===== src/rtl/core/eas_pkg.sv =====
package eas_pkg;

   localparam int ENTITY_COUNT    = 64;
   localparam int COMPONENT_COUNT = 32;

   localparam int CMD_W  = 2;
   localparam int ID_W   = 6;
   localparam int COMP_W = 5;
   localparam int MASK_W = 32;
   localparam int STAT_W = 2;

   localparam int RAM_AW      = $clog2(ENTITY_COUNT);
   localparam int QUEUE_DEPTH = 2;
   localparam int QUEUE_AW    = $clog2(QUEUE_DEPTH);
   localparam int QUEUE_CW    = $clog2(QUEUE_DEPTH + 1);

   localparam logic [CMD_W-1:0] CMD_ALLOC   = 2'd0;
   localparam logic [CMD_W-1:0] CMD_DESTROY = 2'd1;
   localparam logic [CMD_W-1:0] CMD_SET     = 2'd2;
   localparam logic [CMD_W-1:0] CMD_QUERY   = 2'd3;

   localparam logic [STAT_W-1:0] ST_OK      = 2'd0;
   localparam logic [STAT_W-1:0] ST_FULL    = 2'd1;
   localparam logic [STAT_W-1:0] ST_IGNORED = 2'd2;
   localparam logic [STAT_W-1:0] ST_NOMATCH = 2'd3;

   typedef struct packed {
      logic [CMD_W-1:0]  command;
      logic [ID_W-1:0]   entity_id;
      logic [COMP_W-1:0] component_index;
      logic [MASK_W-1:0] query_mask;
      logic              match_mode;
   } eas_req_type;

   typedef struct packed {
      logic [ID_W-1:0]   result_id;
      logic [STAT_W-1:0] status;
      logic              last;
   } eas_rsp_type;

   // classified command as held in the queue
   typedef struct packed {
      logic [CMD_W-1:0]  command;
      logic [ID_W-1:0]   entity_id;
      logic              eid_ok;
      logic              comp_ok;
      logic [MASK_W-1:0] comp_bit;
      logic [MASK_W-1:0] query_mask;
      logic              match_mode;
   } eas_item_type;

endpackage


===== src/rtl/core/entity_allocator_signature_match_core.sv =====
// Entity table with per-entity component masks.
// Request channel (req_valid/req_stall/req_data) takes one command per beat:
// allocate, destroy, set component or query. Responses leave on the rsp_
// channel; every command gives one beat with last set, except a query, which
// gives one beat per matching in-use entity in ascending id order, last on
// the final one, or a single no-match beat.
// A two-entry queue sits between the front end and the sequencer, so requests
// are taken while a response waits on rsp_stall.
// Set component passes through a mask write state before its response state;
// destroy goes straight to the response state; allocate walks to the lowest free id; query walks the whole table.
// The sequencer does one command at a time; allocate and query walk the table
// one slot per cycle, a query only while no further hit waits on rsp_stall;
// a query reads masks through the mask RAM read port and occupies the sequencer
// for its whole walk plus every stall on a further hit or on the final beat.
// A stalled response holds its beat and halts the walk; the queue then fills
// and req_stall rises.
// Synchronous reset frees every entity and clears every mask at once through
// per-entry valid bits; no clearing pass.
module entity_allocator_signature_match_core import eas_pkg::*; (
   input  logic        clock,
   input  logic        reset,
   input  logic        req_valid,
   output logic        req_stall,
   input  eas_req_type req_data,
   output logic        rsp_valid,
   input  logic        rsp_stall,
   output eas_rsp_type rsp_data
);

   logic         q_valid;
   eas_item_type q_item;
   logic         q_pop;

   eas_front u_front (
      .clock     (clock),
      .reset     (reset),
      .req_valid (req_valid),
      .req_stall (req_stall),
      .req_data  (req_data),
      .q_valid   (q_valid),
      .q_item    (q_item),
      .q_pop     (q_pop)
   );

   eas_back u_back (
      .clock     (clock),
      .reset     (reset),
      .q_valid   (q_valid),
      .q_item    (q_item),
      .q_pop     (q_pop),
      .rsp_valid (rsp_valid),
      .rsp_stall (rsp_stall),
      .rsp_data  (rsp_data)
   );

endmodule


===== src/rtl/core/eas_ram.sv =====
module eas_ram #(
   parameter int WIDTH = 32,
   parameter int DEPTH = 64
) (
   input  logic                     clock,
   input  logic                     we,
   input  logic [$clog2(DEPTH)-1:0] waddr,
   input  logic [WIDTH-1:0]         wdata,
   input  logic [$clog2(DEPTH)-1:0] raddr,
   output logic [WIDTH-1:0]         rdata
);

   logic [WIDTH-1:0] mem_ff [DEPTH];
   logic [WIDTH-1:0] rdata_ff;

   always_ff @(posedge clock) begin
      if (we) begin
         mem_ff[waddr] <= wdata;
      end
      rdata_ff <= mem_ff[raddr];
   end

   assign rdata = rdata_ff;

endmodule


===== src/rtl/core/eas_front.sv =====
module eas_front import eas_pkg::*; (
   input  logic         clock,
   input  logic         reset,
   input  logic         req_valid,
   output logic         req_stall,
   input  eas_req_type  req_data,
   output logic         q_valid,
   output eas_item_type q_item,
   input  logic         q_pop
);

   eas_item_type          entry_ff [QUEUE_DEPTH];
   logic [QUEUE_AW-1:0]   wr_ptr_ff, wr_ptr_in;
   logic [QUEUE_AW-1:0]   rd_ptr_ff, rd_ptr_in;
   logic [QUEUE_CW-1:0]   count_ff, count_in;
   eas_item_type          cls;
   logic                  push;
   logic                  pop;

   always_comb begin
      cls.command    = req_data.command;
      cls.entity_id  = req_data.entity_id;
      cls.eid_ok     = int'(req_data.entity_id) < ENTITY_COUNT;
      cls.comp_ok    = int'(req_data.component_index) < COMPONENT_COUNT;
      cls.comp_bit   = MASK_W'(1) << req_data.component_index;
      cls.query_mask = req_data.query_mask;
      cls.match_mode = req_data.match_mode;
   end

   assign req_stall = count_ff == QUEUE_CW'(QUEUE_DEPTH);
   assign push      = req_valid && !req_stall;
   assign q_valid   = count_ff != '0;
   assign pop       = q_pop && q_valid;
   assign q_item    = entry_ff[rd_ptr_ff];

   always_comb begin
      wr_ptr_in = wr_ptr_ff;
      rd_ptr_in = rd_ptr_ff;
      count_in  = count_ff;
      if (push) begin
         wr_ptr_in = wr_ptr_ff + 1'b1;
      end
      if (pop) begin
         rd_ptr_in = rd_ptr_ff + 1'b1;
      end
      if (push && !pop) begin
         count_in = count_ff + 1'b1;
      end else if (pop && !push) begin
         count_in = count_ff - 1'b1;
      end
   end

   always_ff @(posedge clock) begin
      if (reset) begin
         wr_ptr_ff <= '0;
         rd_ptr_ff <= '0;
         count_ff  <= '0;
      end else begin
         wr_ptr_ff <= wr_ptr_in;
         rd_ptr_ff <= rd_ptr_in;
         count_ff  <= count_in;
      end
   end

   always_ff @(posedge clock) begin
      if (push) begin
         entry_ff[wr_ptr_ff] <= cls;
      end
   end

endmodule


===== src/rtl/core/eas_back.sv =====
module eas_back import eas_pkg::*; (
   input  logic         clock,
   input  logic         reset,
   input  logic         q_valid,
   input  eas_item_type q_item,
   output logic         q_pop,
   output logic         rsp_valid,
   input  logic         rsp_stall,
   output eas_rsp_type  rsp_data
);

   localparam logic [2:0] S_IDLE  = 3'd0;
   localparam logic [2:0] S_ALLOC = 3'd1;
   localparam logic [2:0] S_SETWR = 3'd2;
   localparam logic [2:0] S_SCAN  = 3'd3;
   localparam logic [2:0] S_RESP  = 3'd4;

   localparam logic [ID_W-1:0] ENTITY_LAST = ID_W'(ENTITY_COUNT - 1);

   logic [2:0]              state_ff, state_in;
   logic [ID_W-1:0]         idx_ff, idx_in;
   eas_item_type            item_ff, item_in;
   logic [ID_W-1:0]         held_id_ff, held_id_in;
   logic                    held_valid_ff, held_valid_in;
   eas_rsp_type             pend_ff, pend_in;
   logic [ENTITY_COUNT-1:0] in_use_ff, in_use_in;
   logic [ENTITY_COUNT-1:0] mask_valid_ff, mask_valid_in;
   logic                    rsp_valid_ff, rsp_valid_in;
   eas_rsp_type             rsp_data_ff, rsp_data_in;

   logic              out_free;
   logic              push;
   eas_rsp_type       push_data;
   logic              ram_we;
   logic [MASK_W-1:0] ram_wdata;
   logic [MASK_W-1:0] ram_rdata;
   logic [MASK_W-1:0] mask_cur;
   logic              hit;

   function automatic logic sig_match(logic [MASK_W-1:0] q, logic [MASK_W-1:0] m,
                                      logic mode);
      logic [MASK_W-1:0] both;
      both = q & m;
      return mode ? (both == m) : (both == q);
   endfunction

   // read address follows the next index, so rdata always belongs to idx_ff
   eas_ram #(
      .WIDTH (MASK_W),
      .DEPTH (ENTITY_COUNT)
   ) u_masks (
      .clock (clock),
      .we    (ram_we),
      .waddr (idx_ff[RAM_AW-1:0]),
      .wdata (ram_wdata),
      .raddr (idx_in[RAM_AW-1:0]),
      .rdata (ram_rdata)
   );

   assign out_free = !rsp_valid_ff || !rsp_stall;
   assign mask_cur = mask_valid_ff[idx_ff] ? ram_rdata : '0;
   assign hit      = in_use_ff[idx_ff] && sig_match(item_ff.query_mask, mask_cur,
                                                    item_ff.match_mode);

   always_comb begin
      state_in      = state_ff;
      idx_in        = idx_ff;
      item_in       = item_ff;
      held_id_in    = held_id_ff;
      held_valid_in = held_valid_ff;
      pend_in       = pend_ff;
      in_use_in     = in_use_ff;
      mask_valid_in = mask_valid_ff;
      q_pop         = 1'b0;
      push          = 1'b0;
      push_data     = pend_ff;
      ram_we        = 1'b0;
      ram_wdata     = mask_cur | item_ff.comp_bit;
      unique case (state_ff)
         S_IDLE: begin
            if (q_valid) begin
               q_pop         = 1'b1;
               item_in       = q_item;
               idx_in        = '0;
               held_valid_in = 1'b0;
               unique case (q_item.command)
                  CMD_ALLOC: begin
                     state_in = S_ALLOC;
                  end
                  CMD_DESTROY: begin
                     state_in = S_RESP;
                     if (q_item.eid_ok && mask_valid_ff[q_item.entity_id]) begin
                        mask_valid_in[q_item.entity_id] = 1'b0;
                        in_use_in[q_item.entity_id]     = 1'b0;
                        pend_in = '{result_id: '0, status: ST_OK, last: 1'b1};
                     end else begin
                        pend_in = '{result_id: '0, status: ST_IGNORED, last: 1'b1};
                     end
                  end
                  CMD_SET: begin
                     pend_in = '{result_id: '0, status: ST_OK, last: 1'b1};
                     if (q_item.eid_ok && q_item.comp_ok) begin
                        idx_in   = q_item.entity_id;
                        state_in = S_SETWR;
                     end else begin
                        state_in = S_RESP;
                     end
                  end
                  CMD_QUERY: begin
                     state_in = S_SCAN;
                  end
               endcase
            end
         end
         S_ALLOC: begin
            if (!in_use_ff[idx_ff]) begin
               in_use_in[idx_ff] = 1'b1;
               pend_in  = '{result_id: idx_ff, status: ST_OK, last: 1'b1};
               state_in = S_RESP;
            end else if (idx_ff == ENTITY_LAST) begin
               pend_in  = '{result_id: '0, status: ST_FULL, last: 1'b1};
               state_in = S_RESP;
            end else begin
               idx_in = idx_ff + 1'b1;
            end
         end
         S_SETWR: begin
            ram_we                = 1'b1;
            mask_valid_in[idx_ff] = 1'b1;
            state_in              = S_RESP;
         end
         S_SCAN: begin
            // a hit is held back one step so the final one can carry last
            if (!(hit && held_valid_ff) || out_free) begin
               if (hit) begin
                  held_id_in    = idx_ff;
                  held_valid_in = 1'b1;
                  if (held_valid_ff) begin
                     push      = 1'b1;
                     push_data = '{result_id: held_id_ff, status: ST_OK, last: 1'b0};
                  end
               end
               if (idx_ff == ENTITY_LAST) begin
                  state_in = S_RESP;
                  if (hit) begin
                     pend_in = '{result_id: idx_ff, status: ST_OK, last: 1'b1};
                  end else if (held_valid_ff) begin
                     pend_in = '{result_id: held_id_ff, status: ST_OK, last: 1'b1};
                  end else begin
                     pend_in = '{result_id: '0, status: ST_NOMATCH, last: 1'b1};
                  end
               end else begin
                  idx_in = idx_ff + 1'b1;
               end
            end
         end
         S_RESP: begin
            if (out_free) begin
               push     = 1'b1;
               state_in = S_IDLE;
            end
         end
         default: begin
            state_in = S_IDLE;
         end
      endcase
   end

   always_comb begin
      rsp_valid_in = rsp_valid_ff;
      rsp_data_in  = rsp_data_ff;
      if (push) begin
         rsp_valid_in = 1'b1;
         rsp_data_in  = push_data;
      end else if (!rsp_stall) begin
         rsp_valid_in = 1'b0;
      end
   end

   always_ff @(posedge clock) begin
      if (reset) begin
         state_ff      <= S_IDLE;
         held_valid_ff <= 1'b0;
         in_use_ff     <= '0;
         mask_valid_ff <= '0;
         rsp_valid_ff  <= 1'b0;
      end else begin
         state_ff      <= state_in;
         held_valid_ff <= held_valid_in;
         in_use_ff     <= in_use_in;
         mask_valid_ff <= mask_valid_in;
         rsp_valid_ff  <= rsp_valid_in;
      end
   end

   always_ff @(posedge clock) begin
      idx_ff      <= idx_in;
      item_ff     <= item_in;
      held_id_ff  <= held_id_in;
      pend_ff     <= pend_in;
      rsp_data_ff <= rsp_data_in;
   end

   assign rsp_valid = rsp_valid_ff;
   assign rsp_data  = rsp_data_ff;

endmodule


===== config.mk =====
export PLATFORM = sky130hd
export DESIGN_NAME = entity_allocator_signature_match_core
export DESIGN_NICKNAME = d
export VERILOG_FILES = /design/src/rtl/core/eas_pkg.sv /design/src/rtl/core/entity_allocator_signature_match_core.sv /design/src/rtl/core/eas_ram.sv /design/src/rtl/core/eas_front.sv /design/src/rtl/core/eas_back.sv
export SDC_FILE = /design/constraint.sdc
export NUM_CORES = 2
export LEC_CHECK = 0
export BUFFER_PORTS_ARGS = -buffer_cell sky130_fd_sc_hd__buf_2
export CAP_MARGIN = 10
export CORE_MARGIN = 1
export CORE_UTILIZATION = 30
export CTS_CLUSTER_DIAMETER = 40
export DETAILED_ROUTE_END_ITERATION = 6
export PLACE_DENSITY = 0.47
export SKIP_CTS_REPAIR_TIMING = 1
export SLEW_MARGIN = 0
export SYNTH_ARGS = -nofsm -noshare
export SYNTH_HDL_FRONTEND = slang
export SYNTH_SLANG_ARGS = --single-unit

===== constraint.sdc =====
create_clock -name clock -period 4.55 [get_ports clock]
set_clock_uncertainty 0.05 [all_clocks]
set_input_delay 0.2275 -clock clock [delete_from_list [all_inputs] [get_ports clock]]
set_output_delay 0.2275 -clock clock [all_outputs]
set_load 0.1 [all_outputs]

==> run_results.csv <==
group,metric,value,unit
yosys,ys_types,82,
yosys,avgSynthCellArea,13.3,µm²
min_path,hold_class,"in2reg",
worst_setup_path,r2r-start,"u_back.idx_ff[2]$_DFF_P_",
cts,numCtsBuffers,405,
global_routing,antenna_found_initial,27,
sta,drv_slew,0,
cts,ctsHtreeMaxLevel,5,
sta,hold_slack,-34.9,ps
detailed_routing,dr.first_iter.drc_count,7825,
cts,root_buffer,"clkbuf_16",
place,place_ws,-1490,ps
yosys,synth_flop_cell,"edfxtp_1",
outcome,outcome,"finished, violations left",
worst_setup_path,endpoint,"u_back.u_masks.rdata[4]$_DFF_P_",
place,dp_hpwl,221000,µm
yosys,synth_edf_count,2282,
global_routing,grt_max_degree,82,
job,cap_violations,0,
die,die_w,573,µm
place,numPortBuffers,60,
detailed_routing,dr_total_vias,68900,
worst_setup_path,r2r-end,"u_back.u_masks.rdata[4]$_DFF_P_",
cts,cts_buffer_depth,4,
yosys,synthTopCellsByArea,"edfxtp_1, nand2_1, nand3_1",
global_routing,grt.total_usage,21.1,%
pwr,comb_power_share,40.1,%
sta,setup_ws,-875,ps
worst_setup_path,timing_worst_setup_path_type,"reg2reg",
pwr,ir_drop,0.000711,V
detailed_routing,routedWlPerCell,27.7,µm
detailed_routing,routed_wl,366000,µm
pwr,p_sw_share,36.8,%
sta,relSlewSlack,20.6,%
sta,fin_setup_tns,-18780,ps
worst_setup_path,critPathMaxFanout,20,
sta,rsz0062_at_grt,"yes",
yosys,synth_warnings,0,
detailed_routing,dr.pass1.iters,5,
pwr,p_leak,45.8,nW
pwr,p_switching,38.2,mW
detailed_routing,ant_nets,0,
yosys,synth_top_cell_area_share,70.2,%
worst_setup_path,crit_required,5360,ps
cts,cts_tree,"built",
worst_setup_path,startpoint_type,"flop",
pwr,p_int,65.5,mW
detailed_routing,drc,0,
min_path,hold_depth,2,
worst_setup_path,endpoint_kind,"flop",
cts,path_clk_slew,60,ps
global_routing,grt_pass1_vias,65500,
yosys,synth_area_leader_cell,"edfxtp_1",
cells_and_area,drive_above_1_share,25.3,%
die,dieArea,0.328,mm²
die,die_h,573,µm
detailed_routing,vias_per_cell,5.21,
worst_setup_path,r2r_setup_slack,-870,ps
cells_and_area,synthToLayoutAreaGrowth,33.2,%
pwr,p_clk_share,31.2,%
die,core_area,0.324,mm²
pwr,p_per_area,797,mW/mm²
die,start_util,30.1,%
yosys,synth-seq-area-share,73.8,%
worst_setup_path,critical_path.startpoint,"u_back.idx_ff[2]$_DFF_P_",
outcome,violations,"hold timing, setup timing",
yosys,syn_nets,7404,
yosys,ys_ff_latch,2458,
global_routing,overflow,0,
sta,period_needed,5420,ps
sta,fmax,0.184,GHz
sta,hold_violations,6,
sta,setup_viol_count_final,32,
die,num_rows,209,
cts,clock_latency,990,ps
global_routing,grt_first_pass_wirelength,496000,µm
die,io_pins,61,
cells_and_area,fin_nets,8579,
worst_setup_path,cp_data_arrival_time,6230,ps
place,gp_congestion,0.927,
sta,fin_crit_sh,119,%
yosys,synth_area,0.0976,mm²
pwr,seq_power_share,28.7,%
yosys,async_flop_share,0,%
worst_setup_path,reg2regPathDepth,19,
cts,cts_sinks,2458,
yosys,synth_cells,7349,
sta,tightest_slew,1190,ps
## registers in the layout, summed over array words and instances, names as in the netlist, named ones only
signal / flops
u_back.u_masks.rdata: 32
u_back.u_masks.mem_ff: 2048
u_front.count_ff: 2
u_back.rsp_data: 9
u_back.item_ff: 65
u_back.held_id_ff: 6
u_back.state_ff: 3
u_back.mask_valid_ff: 64
u_back.in_use_ff: 64
u_front.rd_ptr_ff: 1
u_back.held_valid_ff: 1
u_front.entry_ff: 146
u_back.idx_ff: 6
u_back.rsp_valid: 1
u_front.wr_ptr_ff: 1
u_back.pend_ff: 8
## area by class of cell
| cell class | count | area, µm² |
|---|---|---|
| Multi-Input combinational cell | 4382 | 25100 |
| Tap cell | 4325 | 5410 |
| Antenna cell | 12 | 30.0 |
| Sequential cell | 2458 | 72100 |
| Clock buffer | 465 | 10600 |
| Inverter | 49 | 243 |
| Clock inverter | 297 | 3990 |
| Fill cell | 30100 | 194000 |
| Timing Repair Buffer | 1228 | 12700 |
## power by group through the flow
stage	clock network, mW	registers, mW	logic [mW]
floorplan	0	30.0	15.5
finish	32.4	29.8	41.5
global placement	0	30.2	35.4
CTS	32.7	29.7	35.5
detailed placement	0	30.2	35.4
global route	33.7	29.8	43.4
## synthesized netlist by cell type (8+ instances only)
| library cell | number |
|---|---|
| a211o_1 | 8 |
| a211oi_1 | 93 |
| a21o_1 | 32 |
| a21oi_1 | 217 |
| a221o_1 | 9 |
| a221oi_1 | 25 |
| a22o_1 | 17 |
| a22oi_1 | 64 |
| a311oi_1 | 99 |
| a31oi_1 | 98 |
| a32oi_1 | 65 |
| and2_1 | 16 |
| and3_1 | 132 |
| buf_1 | 58 |
| buf_2 | 246 |
| buf_4 | 10 |
| clkbuf_1 | 141 |
| dfxtp_1 | 176 |
| edfxtp_1 | 2282 |
| inv_1 | 44 |
| mux2_2 | 79 |
| mux2i_1 | 152 |
| mux4_2 | 23 |
| nand2_1 | 1889 |
| nand2b_1 | 13 |
| nand3_1 | 759 |
| nand3b_1 | 27 |
| nand4_1 | 51 |
| nor2_1 | 235 |
| nor2b_1 | 12 |
| nor3_1 | 18 |
| nor4_1 | 11 |
| o21ai_0 | 57 |
| o22ai_1 | 34 |
| o31a_1 | 8 |
| o31ai_1 | 14 |
| or3b_2 | 10 |
| or4_1 | 9 |
## cell usage in the layout, fill, tap and decap left out, drive strengths merged, types with 13 or more instances in the layout
master       count
nor3            19
dfxtp          176
nand2         1889
buf           1113
o22ai           34
a21o            32
dlygate4sd3     87
inv             83
nor2           238
clkbuf         493
nand3b          27
clkinv         150
a221oi          25
o21ai           60
and2            18
and3           132
clkinvlp        45
edfxtp        2282
mux4            23
o31ai           14
mux2            80
a211oi          93
a32oi           65
nand3          759
a21oi          218
nand4           51
a31oi           98
mux2i          152
bufinv          68
nand2b          13
a22o            17
a311oi         100
a22oi           64
## kinds of logic (layout without fill, tap and decap cells)
family                   Yosys count  in the layout  share of synthesized area (%)
adder cells (fa/ha/maj)            5              5                         0.0641
buffers and inverters            509           2039                           2.35
AO/OA/AOI/OAI                    903            903                           6.47
flip-flops                      2458           2458                           73.8
multiplexers                     255            255                           3.01
XOR/XNOR                           7              7                         0.0628
AND/OR/NAND/NOR                 3212           3212                           14.3
other                              0             12                              0
## metrics by stage
stage / total power, mW / util (%) / std cells / cell area (µm²)
2_1_floorplan: 45.5 / - / 7349 / 97700
3_3_place_gp: 65.5 / 34.2 / 12200 / 111000
3_5_place_dp: 65.6 / 34.2 / 12200 / 111000
4_1_cts: 98.0 / 38.7 / 12900 / 125000
5_1_grt: 107 / 40.1 / 13200 / 130000
6_report: 104 / 40.2 / 13200 / 130000
## worst min-delay path by stage
stage	startpoint	to	slack (ps)
5_1_grt	req_data[40]	u_front.entry_ff[1][67]$_DFFE_PP_	-30
3_3_place_gp	req_data[0]	u_front.entry_ff[1][0]$_DFFE_PP_	370
4_1_cts	req_data[31]	u_front.entry_ff[0][31]$_DFFE_PP_	-630
3_5_place_dp	req_data[39]	u_front.entry_ff[1][66]$_DFFE_PP_	370
2_1_floorplan	req_data[0]	u_front.entry_ff[0][0]$_DFFE_PP_	280
6_report	req_data[40]	u_front.entry_ff[1][67]$_DFFE_PP_	-30
## critical path, cell delays in order, from the launching register on
cell     delay (ps)
dfxtp_4         400
buf_4           170
mux2i_2         250
o22ai_1         130
o21a_1          190
a221o_1         270
or4b_4          600
mux2_4          360
buf_6           140
o31ai_4         220
o21a_4          310
buf_6           210
buf_16          200
buf_16          180
nand2_1          80
a32oi_2         220
nand3_2         100
a22oi_2         400
nand4_1         510
nand4_1         250
## metal layers
layer	vias to the layer above	part of all wire, %	routed length, µm	GRT usage (%)
met4	4	3.4	12400	6.91
li1	30000	-	-	-
met3	528	7.7	28300	3.10
met2	3091	47	170000	34.0
met5	-	0.0071	26	0
met1	35200	42	155000	29.3
(Power assumes the default switching activity.)
